## config.mk

```make
export PLATFORM = sky130hd
export DESIGN_NAME = raid_parity_check_and_rebuild_core_flat
export DESIGN_NICKNAME = d
export VERILOG_FILES = /design/src/sv/rpc_pkg.sv /design/src/sv/rpc_in_if.sv /design/src/sv/rpc_out_if.sv /design/src/sv/rpc_queue.sv /design/src/sv/rpc_front.sv /design/src/sv/rpc_back.sv /design/src/sv/raid_parity_check_and_rebuild_core.sv /design/src/flat_wrapper.sv
export SDC_FILE = /design/constraint.sdc
export NUM_CORES = 2
export LEC_CHECK = 0
export ABC_AREA = 1
export BUFFER_PORTS_ARGS = -buffer_cell sky130_fd_sc_hd__buf_4
export CORE_MARGIN = 2
export CORE_UTILIZATION = 55
export DETAILED_ROUTE_END_ITERATION = 8
export PLACE_DENSITY = 0.71
export SYNTH_ARGS = -nofsm -noshare
export SYNTH_HDL_FRONTEND = slang
export SYNTH_SLANG_ARGS = --single-unit
```

## constraint.sdc

```tcl
create_clock -name clk_i -period 33.7 [get_ports clk_i]
set_input_delay 8.425 -clock clk_i [delete_from_list [all_inputs] [get_ports clk_i]]
set_output_delay 8.425 -clock clk_i [all_outputs]
set_load 0.05 [all_outputs]
```

## src/sv/rpc_pkg.sv

```systemverilog
// ----------------------------------------------------------------------------
// rpc_pkg
// Types, constants and helpers of the parity check and rebuild core.
// ----------------------------------------------------------------------------
`timescale 1ns / 1ps
`default_nettype none

package rpc_pkg;

  localparam int MAX_DISKS      = 8;
  localparam int MAX_BLOCK_BITS = 64;
  localparam int DISK_W         = $clog2(MAX_DISKS);        // disk number
  localparam int DCNT_W         = DISK_W + 1;               // disk count 0..8
  localparam int COL_W          = $clog2(MAX_BLOCK_BITS);   // column index
  localparam int SLEN_W         = COL_W + 1;                // block length 0..64
  localparam int CFG_IDX_W      = 2;
  localparam int CFG_DATA_W     = 7;
  localparam int DC_REG_W       = 4;
  localparam int QUEUE_DEPTH    = 2;                        // power of two
  localparam int QPTR_W         = $clog2(QUEUE_DEPTH);
  localparam int QCNT_W         = QPTR_W + 1;

  localparam logic [DC_REG_W-1:0]   DISK_COUNT_RST = 4'd3;
  localparam logic [SLEN_W-1:0]     BLOCK_BITS_RST = 7'd8;

  typedef enum logic [CFG_IDX_W-1:0] {
    CFG_DISK_COUNT = 2'd0,
    CFG_ODD_PARITY = 2'd1,
    CFG_BLOCK_BITS = 2'd2
  } cfg_idx_e;

  typedef struct packed {
    logic [DC_REG_W-1:0] disk_count;
    logic                odd_parity;
    logic [SLEN_W-1:0]   bits_per_block;
  } cfg_t;

  // one lane per disk, one bit per column
  typedef logic [MAX_DISKS-1:0][MAX_BLOCK_BITS-1:0] stripe_t;

  // finished block handed from the column side to the emitter
  typedef struct packed {
    stripe_t             stripe;
    logic [DISK_W-1:0]   parity_disk;
    logic [DCNT_W-1:0]   disks;
    logic [SLEN_W-1:0]   block_bits;
    logic                invalid;
  } blk_t;

  function automatic logic [DCNT_W-1:0] eff_disks(input logic [DC_REG_W-1:0] dc);
    logic [DCNT_W-1:0] d;
    d = DCNT_W'(dc);
    if (dc < DC_REG_W'(2)) d = DCNT_W'(2);
    if (dc > DC_REG_W'(MAX_DISKS)) d = DCNT_W'(MAX_DISKS);
    return d;
  endfunction

  function automatic logic [SLEN_W-1:0] eff_block_bits(input logic [SLEN_W-1:0] bpb);
    logic [SLEN_W-1:0] s;
    s = bpb;
    if (bpb == '0) s = SLEN_W'(1);
    if (bpb > SLEN_W'(MAX_BLOCK_BITS)) s = SLEN_W'(MAX_BLOCK_BITS);
    return s;
  endfunction

  // pd mod d for a narrow pd and d >= 2: a few compare-subtract steps
  function automatic logic [DISK_W-1:0] mod_disks(input logic [DISK_W-1:0] pd,
                                                  input logic [DCNT_W-1:0] d);
    logic [DCNT_W-1:0] r;
    r = DCNT_W'(pd);
    for (int k = 0; k < MAX_DISKS / 2; k++) begin
      if (r >= d) r = r - d;
    end
    return r[DISK_W-1:0];
  endfunction

endpackage

`default_nettype wire

```

## src/sv/rpc_in_if.sv

```systemverilog
// ----------------------------------------------------------------------------
// rpc_in_if
// Column channel: one bit column across the disk set per item.
// ----------------------------------------------------------------------------
`timescale 1ns / 1ps
`default_nettype none

interface rpc_in_if;
  import rpc_pkg::*;

  logic                 valid;
  logic                 ready;
  logic [MAX_DISKS-1:0] col_bits;
  logic [MAX_DISKS-1:0] erased_mask;
  logic                 set_start;

  modport source (output valid, output col_bits, output erased_mask, output set_start,
                  input ready);
  modport sink   (input valid, input col_bits, input erased_mask, input set_start,
                  output ready);
endinterface

`default_nettype wire

```

## src/sv/rpc_out_if.sv

```systemverilog
// ----------------------------------------------------------------------------
// rpc_out_if
// Word channel: one data disk's block bits per item.
// ----------------------------------------------------------------------------
`timescale 1ns / 1ps
`default_nettype none

interface rpc_out_if;
  import rpc_pkg::*;

  logic                      valid;
  logic                      ready;
  logic [MAX_BLOCK_BITS-1:0] disk_word;
  logic [DISK_W-1:0]         disk_number;
  logic                      set_invalid;
  logic                      last;

  modport source (output valid, output disk_word, output disk_number, output set_invalid,
                  output last, input ready);
  modport sink   (input valid, input disk_word, input disk_number, input set_invalid,
                  input last, output ready);
endinterface

`default_nettype wire

```

## src/sv/rpc_queue.sv

```systemverilog
// ----------------------------------------------------------------------------
// rpc_queue
// Short block queue between the column front end and the word emitter.
// ----------------------------------------------------------------------------
`timescale 1ns / 1ps
`default_nettype none

module rpc_queue (
  input  wire logic          clk_i,
  input  wire logic          rst_ni,
  input  wire logic          push_i,
  input  rpc_pkg::blk_t      data_i,
  output logic               full_o,
  input  wire logic          pop_i,
  output logic               valid_o,
  output rpc_pkg::blk_t      data_o
);
  import rpc_pkg::*;

  blk_t              slot_q [QUEUE_DEPTH];
  logic [QPTR_W-1:0] wptr_q, wptr_d;
  logic [QPTR_W-1:0] rptr_q, rptr_d;
  logic [QCNT_W-1:0] cnt_q, cnt_d;

  assign full_o  = (cnt_q == QCNT_W'(QUEUE_DEPTH));
  assign valid_o = (cnt_q != '0);
  assign data_o  = slot_q[rptr_q];

  always_comb begin
    wptr_d = wptr_q;
    rptr_d = rptr_q;
    cnt_d  = cnt_q;
    if (push_i) wptr_d = wptr_q + QPTR_W'(1);
    if (pop_i)  rptr_d = rptr_q + QPTR_W'(1);
    case ({push_i, pop_i})
      2'b10:   cnt_d = cnt_q + QCNT_W'(1);
      2'b01:   cnt_d = cnt_q - QCNT_W'(1);
      default: cnt_d = cnt_q;
    endcase
  end

  always_ff @(posedge clk_i) begin
    if (push_i) slot_q[wptr_q] <= data_i;
  end

  always_ff @(posedge clk_i or negedge rst_ni) begin
    if (!rst_ni) begin
      wptr_q <= '0;
      rptr_q <= '0;
      cnt_q  <= '0;
    end else begin
      wptr_q <= wptr_d;
      rptr_q <= rptr_d;
      cnt_q  <= cnt_d;
    end
  end

endmodule

`default_nettype wire

```

## src/sv/rpc_front.sv

```systemverilog
// ----------------------------------------------------------------------------
// rpc_front
// Column front end: parity check, single-erasure repair, stripe buffer.
// ----------------------------------------------------------------------------
`timescale 1ns / 1ps
`default_nettype none

module rpc_front (
  input  wire logic          clk_i,
  input  wire logic          rst_ni,
  input  rpc_pkg::cfg_t      cfg_i,
  rpc_in_if.sink             in_i,
  input  wire logic          q_full_i,
  output logic               push_o,
  output rpc_pkg::blk_t      blk_o
);
  import rpc_pkg::*;

  stripe_t             stripe_q;
  logic [COL_W-1:0]    col_idx_q, col_idx_d;
  logic [DISK_W-1:0]   pd_q, pd_d;
  logic                inv_q, inv_d;

  logic [DCNT_W-1:0]    d;
  logic [SLEN_W-1:0]    s;
  logic [MAX_DISKS-1:0] active, bits, erased, col;
  logic [DCNT_W-1:0]    nerased;
  logic                 par_err, bad, accept, blk_end;
  logic [COL_W-1:0]     idx;
  logic [DISK_W-1:0]    pd_base, pd;
  stripe_t              stripe_next;

  assign in_i.ready = !q_full_i;
  assign accept     = in_i.valid && in_i.ready;

  always_comb begin
    d = eff_disks(cfg_i.disk_count);
    s = eff_block_bits(cfg_i.bits_per_block);
    for (int k = 0; k < MAX_DISKS; k++) begin
      active[k] = (DCNT_W'(k) < d);
    end
    bits    = in_i.col_bits & active;
    erased  = in_i.erased_mask & active;
    nerased = '0;
    for (int k = 0; k < MAX_DISKS; k++) begin
      nerased = nerased + DCNT_W'(erased[k]);
    end
    col     = bits & ~erased;
    par_err = (^col) ^ cfg_i.odd_parity;
    bad     = 1'b0;
    if (nerased == '0) begin
      bad = par_err;
    end else if (nerased == DCNT_W'(1)) begin
      if (par_err) col = col | erased;   // rebuild the missing bit
    end else begin
      bad = 1'b1;                        // unrecoverable, erased bits stay 0
    end

    // a new set restarts position, parity rotation and the sticky flag
    idx     = in_i.set_start ? '0   : col_idx_q;
    pd_base = in_i.set_start ? '0   : pd_q;
    inv_d   = (in_i.set_start ? 1'b0 : inv_q) | bad;

    blk_end = ((SLEN_W'(idx) + SLEN_W'(1)) >= s);
    pd      = mod_disks(pd_base, d);

    if (blk_end) begin
      col_idx_d = '0;
      pd_d      = ((DCNT_W'(pd) + DCNT_W'(1)) >= d) ? '0 : pd + DISK_W'(1);
    end else begin
      col_idx_d = idx + COL_W'(1);
      pd_d      = pd_base;
    end

    stripe_next = stripe_q;
    for (int k = 0; k < MAX_DISKS; k++) begin
      stripe_next[k][idx] = col[k];
    end
  end

  assign push_o            = accept && blk_end;
  assign blk_o.stripe      = stripe_next;
  assign blk_o.parity_disk = pd;
  assign blk_o.disks       = d;
  assign blk_o.block_bits  = s;
  assign blk_o.invalid     = inv_d;

  always_ff @(posedge clk_i) begin
    if (accept) begin
      for (int k = 0; k < MAX_DISKS; k++) begin
        stripe_q[k][idx] <= col[k];
      end
    end
  end

  always_ff @(posedge clk_i or negedge rst_ni) begin
    if (!rst_ni) begin
      col_idx_q <= '0;
      pd_q      <= '0;
      inv_q     <= 1'b0;
    end else if (accept) begin
      col_idx_q <= col_idx_d;
      pd_q      <= pd_d;
      inv_q     <= inv_d;
    end
  end

endmodule

`default_nettype wire

```

## src/sv/rpc_back.sv

```systemverilog
// ----------------------------------------------------------------------------
// rpc_back
// Word emitter: one data disk word per cycle off the queue head while ready.
// ----------------------------------------------------------------------------
`timescale 1ns / 1ps
`default_nettype none

module rpc_back (
  input  wire logic          clk_i,
  input  wire logic          rst_ni,
  input  wire logic          head_valid_i,
  input  rpc_pkg::blk_t      head_i,
  output logic               pop_o,
  rpc_out_if.source          out_o
);
  import rpc_pkg::*;

  logic [DISK_W-1:0]         disk_q, disk_d;
  logic                      vld_q;
  logic [MAX_BLOCK_BITS-1:0] word_q;
  logic [DISK_W-1:0]         num_q;
  logic                      inv_q, last_q;

  logic [DCNT_W-1:0]         cur, nxt, nxt_skip;
  logic                      last, load;
  logic [MAX_BLOCK_BITS-1:0] tword, word;
  logic [COL_W-1:0]          sh;

  always_comb begin
    // skip the block's parity disk
    cur = (disk_q == head_i.parity_disk) ? DCNT_W'(disk_q) + DCNT_W'(1) : DCNT_W'(disk_q);
    nxt = cur + DCNT_W'(1);
    nxt_skip = (!nxt[DISK_W] && nxt[DISK_W-1:0] == head_i.parity_disk) ?
               nxt + DCNT_W'(1) : nxt;
    last = (nxt_skip >= head_i.disks);
    // first column lands in the top bit, then right-align to the block length
    for (int i = 0; i < MAX_BLOCK_BITS; i++) begin
      tword[MAX_BLOCK_BITS-1-i] = head_i.stripe[cur[DISK_W-1:0]][i];
    end
    sh   = COL_W'(SLEN_W'(MAX_BLOCK_BITS) - head_i.block_bits);
    word = tword >> sh;
    disk_d = last ? '0 : nxt[DISK_W-1:0];
  end

  assign load  = head_valid_i && (!vld_q || out_o.ready);
  assign pop_o = load && last;

  assign out_o.valid       = vld_q;
  assign out_o.disk_word   = word_q;
  assign out_o.disk_number = num_q;
  assign out_o.set_invalid = inv_q;
  assign out_o.last        = last_q;

  always_ff @(posedge clk_i) begin
    if (load) begin
      word_q <= word;
      num_q  <= cur[DISK_W-1:0];
      inv_q  <= head_i.invalid;
      last_q <= last;
    end
  end

  always_ff @(posedge clk_i or negedge rst_ni) begin
    if (!rst_ni) begin
      vld_q  <= 1'b0;
      disk_q <= '0;
    end else begin
      if (load) begin
        vld_q  <= 1'b1;
        disk_q <= disk_d;
      end else if (out_o.ready) begin
        vld_q  <= 1'b0;
      end
    end
  end

endmodule

`default_nettype wire

```

## src/sv/raid_parity_check_and_rebuild_core.sv

```systemverilog
// A block is registered in the queue, each word then in the output register. Throughput:
// one column per cycle; the emitter sends one word per cycle while out_o.ready is high,
// disk count - 1 words per block, and two finished blocks can queue before columns stall.
// Reset: asynchronous, active low; clears position, parity rotation, invalid flag, queue
// and output valid; configuration returns to 3 disks, even parity, 8 bits per block.
// ----------------------------------------------------------------------------
// raid_parity_check_and_rebuild_core
// RAID XOR parity check with single-erasure rebuild and per-disk block output.
// ----------------------------------------------------------------------------
`timescale 1ns / 1ps
`default_nettype none

module raid_parity_check_and_rebuild_core (
  input  wire logic                              clk_i,
  input  wire logic                              rst_ni,
  rpc_in_if.sink                                 in_i,
  rpc_out_if.source                              out_o,
  input  wire logic                              cfg_we_i,
  input  wire logic [rpc_pkg::CFG_IDX_W-1:0]     cfg_idx_i,
  input  wire logic [rpc_pkg::CFG_DATA_W-1:0]    cfg_wdata_i
);
  import rpc_pkg::*;

  cfg_t cfg_q;
  logic q_full, push, pop, head_valid;
  blk_t blk_in, blk_head;

  always_ff @(posedge clk_i or negedge rst_ni) begin
    if (!rst_ni) begin
      cfg_q.disk_count     <= DISK_COUNT_RST;
      cfg_q.odd_parity     <= 1'b0;
      cfg_q.bits_per_block <= BLOCK_BITS_RST;
    end else if (cfg_we_i) begin
      case (cfg_idx_e'(cfg_idx_i))
        CFG_DISK_COUNT: cfg_q.disk_count     <= cfg_wdata_i[DC_REG_W-1:0];
        CFG_ODD_PARITY: cfg_q.odd_parity     <= cfg_wdata_i[0];
        CFG_BLOCK_BITS: cfg_q.bits_per_block <= cfg_wdata_i[SLEN_W-1:0];
        default: ;
      endcase
    end
  end

  rpc_front u_front (
    .clk_i    (clk_i),
    .rst_ni   (rst_ni),
    .cfg_i    (cfg_q),
    .in_i     (in_i),
    .q_full_i (q_full),
    .push_o   (push),
    .blk_o    (blk_in)
  );

  rpc_queue u_queue (
    .clk_i   (clk_i),
    .rst_ni  (rst_ni),
    .push_i  (push),
    .data_i  (blk_in),
    .full_o  (q_full),
    .pop_i   (pop),
    .valid_o (head_valid),
    .data_o  (blk_head)
  );

  rpc_back u_back (
    .clk_i        (clk_i),
    .rst_ni       (rst_ni),
    .head_valid_i (head_valid),
    .head_i       (blk_head),
    .pop_o        (pop),
    .out_o        (out_o)
  );

endmodule

`default_nettype wire

```

## src/flat_wrapper.sv

```systemverilog
// flat-port wrapper written by rule: the top's interface ports become plain ports
module raid_parity_check_and_rebuild_core_flat import rpc_pkg::*;
  (clk_i, rst_ni, cfg_we_i, cfg_idx_i, cfg_wdata_i, in_i_valid, in_i_col_bits, in_i_erased_mask, in_i_set_start, in_i_ready, out_o_valid, out_o_disk_word, out_o_disk_number, out_o_set_invalid, out_o_last, out_o_ready);
  rpc_in_if in_i_i ();
  rpc_out_if out_o_i ();
  input  wire logic clk_i;
  input  wire logic rst_ni;
  input  wire logic cfg_we_i;
  input  wire logic [rpc_pkg::CFG_IDX_W-1:0] cfg_idx_i;
  input  wire logic [rpc_pkg::CFG_DATA_W-1:0] cfg_wdata_i;
  input wire logic [$bits(in_i_i.valid)-1:0] in_i_valid;
  input wire logic [$bits(in_i_i.col_bits)-1:0] in_i_col_bits;
  input wire logic [$bits(in_i_i.erased_mask)-1:0] in_i_erased_mask;
  input wire logic [$bits(in_i_i.set_start)-1:0] in_i_set_start;
  output wire logic [$bits(in_i_i.ready)-1:0] in_i_ready;
  output wire logic [$bits(out_o_i.valid)-1:0] out_o_valid;
  output wire logic [$bits(out_o_i.disk_word)-1:0] out_o_disk_word;
  output wire logic [$bits(out_o_i.disk_number)-1:0] out_o_disk_number;
  output wire logic [$bits(out_o_i.set_invalid)-1:0] out_o_set_invalid;
  output wire logic [$bits(out_o_i.last)-1:0] out_o_last;
  input wire logic [$bits(out_o_i.ready)-1:0] out_o_ready;
  assign in_i_i.valid = in_i_valid;
  assign in_i_i.col_bits = in_i_col_bits;
  assign in_i_i.erased_mask = in_i_erased_mask;
  assign in_i_i.set_start = in_i_set_start;
  assign in_i_ready = in_i_i.ready;
  assign out_o_valid = out_o_i.valid;
  assign out_o_disk_word = out_o_i.disk_word;
  assign out_o_disk_number = out_o_i.disk_number;
  assign out_o_set_invalid = out_o_i.set_invalid;
  assign out_o_last = out_o_i.last;
  assign out_o_i.ready = out_o_ready;
  raid_parity_check_and_rebuild_core u_core (.clk_i(clk_i), .rst_ni(rst_ni), .in_i(in_i_i), .out_o(out_o_i), .cfg_we_i(cfg_we_i), .cfg_idx_i(cfg_idx_i), .cfg_wdata_i(cfg_wdata_i));
endmodule
```

==> impl_metrics.csv <==
group,metric,value,unit
yosys,yosysSeqAreaShare,68.4,%
cells_and_area,final_cell_mix,"1633 x edfxtp_1, 1242 x nand3_1, 1213 x nand2_1",
critical_path,arrival,16.13,ns
critical_path,critPathRequiredTime,34.36,ns
timing,worst_slew_pin_slew,1.20,ns
critical_path,cp_slowest_cell,"fa_1",
timing,fin_tns_setup,0,ns
clock_tree,cts-resized-gates,0,
detailed_routing,wl,189000,um
floorplanning,dieArea,135000,um^2
floorplanning,start_util,55.4,%
hold_path,hp-class,"flip-flop to flip-flop",
yosys,synth_xor_area_share,0.349,%
detailed_routing,vias,48000,
clock_tree,postCtsSetupBuffers,0,
yosys,synth_top_family_by_area,"simple AND/OR/NAND/NOR gates",
critical_path,crit_type,"input pin to flip-flop",
yosys,synth_warnings,0,
clock_tree,cts_buffer_depth,3,
pwr,power_leakage,0.0300,uW
floorplanning,die_y,368,um
cells_and_area,final_nets,5961,
yosys,synth-seq-cells,1663,
global_route,globalRouteTotalUtil,27.5,%
clock_tree,cts_tree,"yes",
hold_path,worst_hold_startpoint,"u_core.cfg_q[8]",
run,maxCapViolations,0,
pwr,sw_frac_of_total,43.4,%
detailed_routing,detail-route-antenna-nets,0,
global_route,grt_pass1_wl,283000,um
pwr,power_frac_clock,20.5,%
yosys,synth_fp_nets,6009,
pwr,seqPwrFrac,33.7,%
cells_and_area,syn_to_final_growth,9.85,%
placed_design,pre_cts_ws,17.42,ns
yosys,synthMuxAreaShare,6.24,%
critical_path,crit_path_end_kind,"flip-flop",
floorplanning,core_area,131000,um^2
yosys,synthArstFlopShare,1.80,%
timing,fin_ws,18.23,ns
timing,final-hold-violation-count,0,
critical_path,r2r_end,"u_core.u_front.pd_q[1]",
timing,fmaxAchievable,64.7,MHz
placed_design,io_buffers,101,
critical_path,path_common_cell,"inv_1",
floorplanning,num_rows,133,
pwr,power.density,111,nW/um^2
clock_tree,ctsHoldBuffers,0,
yosys,synth_edf_count,1633,
pwr,p_comb_share,45.9,%
clock_tree,clock_latency,0.81,ns
timing,fin_worst_skew,0.0322,ns
detailed_routing,drtIter0Drc,6356,
floorplanning,io_pins,102,
pwr,p_int,5000,uW
critical_path,cp_top_family,"compound AO/OA/AOI/OAI gates",
critical_path,path_buf_inv,8,
pwr,switchingPower,3830,uW
yosys,synth_flop_cell,"edfxtp_1",
hold_path,holdPathEnd,"u_core.cfg_q[8]",
critical_path,rrSetupSlack,25.30,ns
clock_tree,cts-buffers-inserted,168,
cells_and_area,final_common_cell,"edfxtp_1",
detailed_routing,wl_per_cell,24.3,um
critical_path,cp_max_fo,11,
clock_tree,path_clk_slew,0.07,ns
pwr,peakVddDrop,0.000102,V
critical_path,rr_worst_depth,40,
yosys,synth_area,72800,um^2
yosys,syn-mean-instance-area,12.3,um^2
yosys,synthAdderAreaFrac,0.908,%
clock_tree,h-tree-depth,4,
global_route,grt_pass1_vias,45200,
placed_design,place_congestion,0.927,
timing,setup_viol,0,
global_route,antenna_found_initial,3,
critical_path,start_kind,"input pin",
detailed_routing,drt_pre_antenna_iters,6,
yosys,synth_compound_area_share,5.00,%
detailed_routing,drc,0,
yosys,synth.distinct_cells,48,
yosys,syn_inst,5930,
cells_and_area,drive_gt1_share,9.53,%
clock_tree,cts-root-buf,"clkbuf_16",
placed_design,dp_hpwl,102000,um
outcome,status,"finished clean",
timing,period_share,45.9,%
global_route,grt_max_degree,161,
timing,rsz0062_at_grt,"false",
yosys,synth-simple-area-share,15.9,%
timing,drv_slew,0,
global_route,gr-total-overflow,0,
timing,max_slew_margin,19.8,%
critical_path,rr_startpoint,"u_core.cfg_q[11]",
timing,fin_crit,15.47,ns
critical_path,crit_path_max_incr_delay,0.44,ns
floorplanning,die_w,368,um
clock_tree,clock_sinks,1663,
detailed_routing,via_per_inst,6.18,
hold_path,min_path_cells,2,
==> cells in the mapped netlist (4+ instances only) <==
library cell / number / area share [%]
edfxtp_1: 1633 / 67
nand3_1: 1242 / 8.5
nand2_1: 1214 / 6.3
mux2i_1: 450 / 6.2
o21ai_0: 344 / 2.4
buf_2: 153 / 1.1
nor2_1: 113 / 0.58
o21ai_2: 105 / 1.3
clkbuf_1: 96 / 0.50
buf_1: 89 / 0.46
inv_1: 87 / 0.45
o21ai_1: 79 / 0.54
a21oi_1: 58 / 0.40
ha_1: 40 / 0.69
dfrtp_1: 27 / 0.93
buf_4: 26 / 0.27
nand4_1: 23 / 0.20
buf_6: 22 / 0.34
xor2_1: 17 / 0.20
inv_2: 15 / 0.077
xnor2_1: 12 / 0.14
nor3_1: 10 / 0.069
a21oi_2: 8 / 0.096
fa_1: 8 / 0.22
nand2_2: 8 / 0.069
o31ai_2: 6 / 0.10
a31oi_1: 5 / 0.043
or2_2: 5 / 0.043
o22ai_1: 4 / 0.034
==> per-layer routing <==
metal,vias up,global-route usage [%],share of wire [%]
met5,-,0,0.0058
met4,2,8.91,3.0
met3,339,5.13,9.3
met2,2489,42.5,46
met1,23500,39.7,42
li1,21600,-,-
==> power groups by stage <==
| stage | Sequential [uW] | Combinational (uW) | Clock (uW) |
|---|---|---|---|
| floorplan | 3350 | 2590 | 0 |
| global placement | 3000 | 3920 | 0 |
| detailed placement | 3010 | 3960 | 0 |
| CTS | 2970 | 3980 | 1820 |
| global route | 3000 | 4380 | 1910 |
| finish | 2970 | 4050 | 1810 |
==> worst max-delay path by stage <==
| stage | slack, ns | from | depth (start not counted) | to |
|---|---|---|---|---|
| after floorplan | 0.21 | in_i_set_start | 15 | u_core.u_queue.slot_q[1][0] |
| after global placement | 17.41 | in_i_set_start | 41 | u_core.u_front.pd_q[1] |
| after detailed placement | 17.42 | in_i_set_start | 41 | u_core.u_front.pd_q[1] |
| after CTS | 18.25 | in_i_set_start | 41 | u_core.u_front.pd_q[1] |
| after global routing | 17.38 | in_i_set_start | 41 | u_core.u_front.pd_q[1] |
| final | 18.23 | in_i_set_start | 41 | u_core.u_front.pd_q[1] |
==> registers in the layout, indices dropped and copies added (netlist names) <==
register,count
u_core.cfg_q,12
u_core.u_back.disk_q,3
u_core.u_back.out_o.disk_number,3
u_core.u_back.out_o.disk_word,64
u_core.u_back.out_o.last,1
u_core.u_back.out_o.set_invalid,1
u_core.u_back.out_o.valid,1
u_core.u_front.col_idx_q,6
u_core.u_front.inv_q,1
u_core.u_front.pd_q,3
u_core.u_front.stripe_q,512
u_core.u_queue.cnt_q,2
u_core.u_queue.rptr_q,1
u_core.u_queue.slot_q,1052
u_core.u_queue.wptr_q,1
==> worst register-to-register path: cells and delay by family, from the launching register on <==
kind,cells,cell delay [ns]
adder cells (fa/ha/maj),9,2.76
flip-flops,1,0.62
buffers and inverters,7,0.66
multiplexers,1,0.27
AND/OR/NAND/NOR,9,1.07
AO/OA/AOI/OAI,14,2.91
==> cells by family after synthesis <==
logic type,count (synthesis)
AND/OR/NAND/NOR,2624
XOR/XNOR,29
buffers and inverters,492
flip-flops,1663
AO/OA/AOI/OAI,621
adder cells (fa/ha/maj),48
multiplexers,453
==> metrics by stage <==
stage	utilization [%]	hold WS, ns	cell area, um^2	power [uW]	cells
after floorplan	-	0.472	72800	5950	5930
after global placement	56.8	0.492	74700	6910	7467
after detailed placement	56.8	0.495	74700	6970	7467
after CTS	60.8	0.505	79900	8780	7767
after global routing	60.8	0.541	79900	9290	7767
final	60.8	0.504	79900	8840	7768
==> area by class of cell <==
| cell class | count | area [um^2] |
|---|---|---|
| Multi-Input combinational cell | 3775 | 20800 |
| Clock inverter | 88 | 841 |
| Clock buffer | 212 | 4440 |
| Timing Repair Buffer | 168 | 1390 |
| Sequential cell | 1663 | 49800 |
| Fill cell | 10200 | 51500 |
| Tap cell | 1755 | 2200 |
| Antenna cell | 1 | 2.50 |
| Inverter | 106 | 438 |
Power figures use the tool's default switching activity.
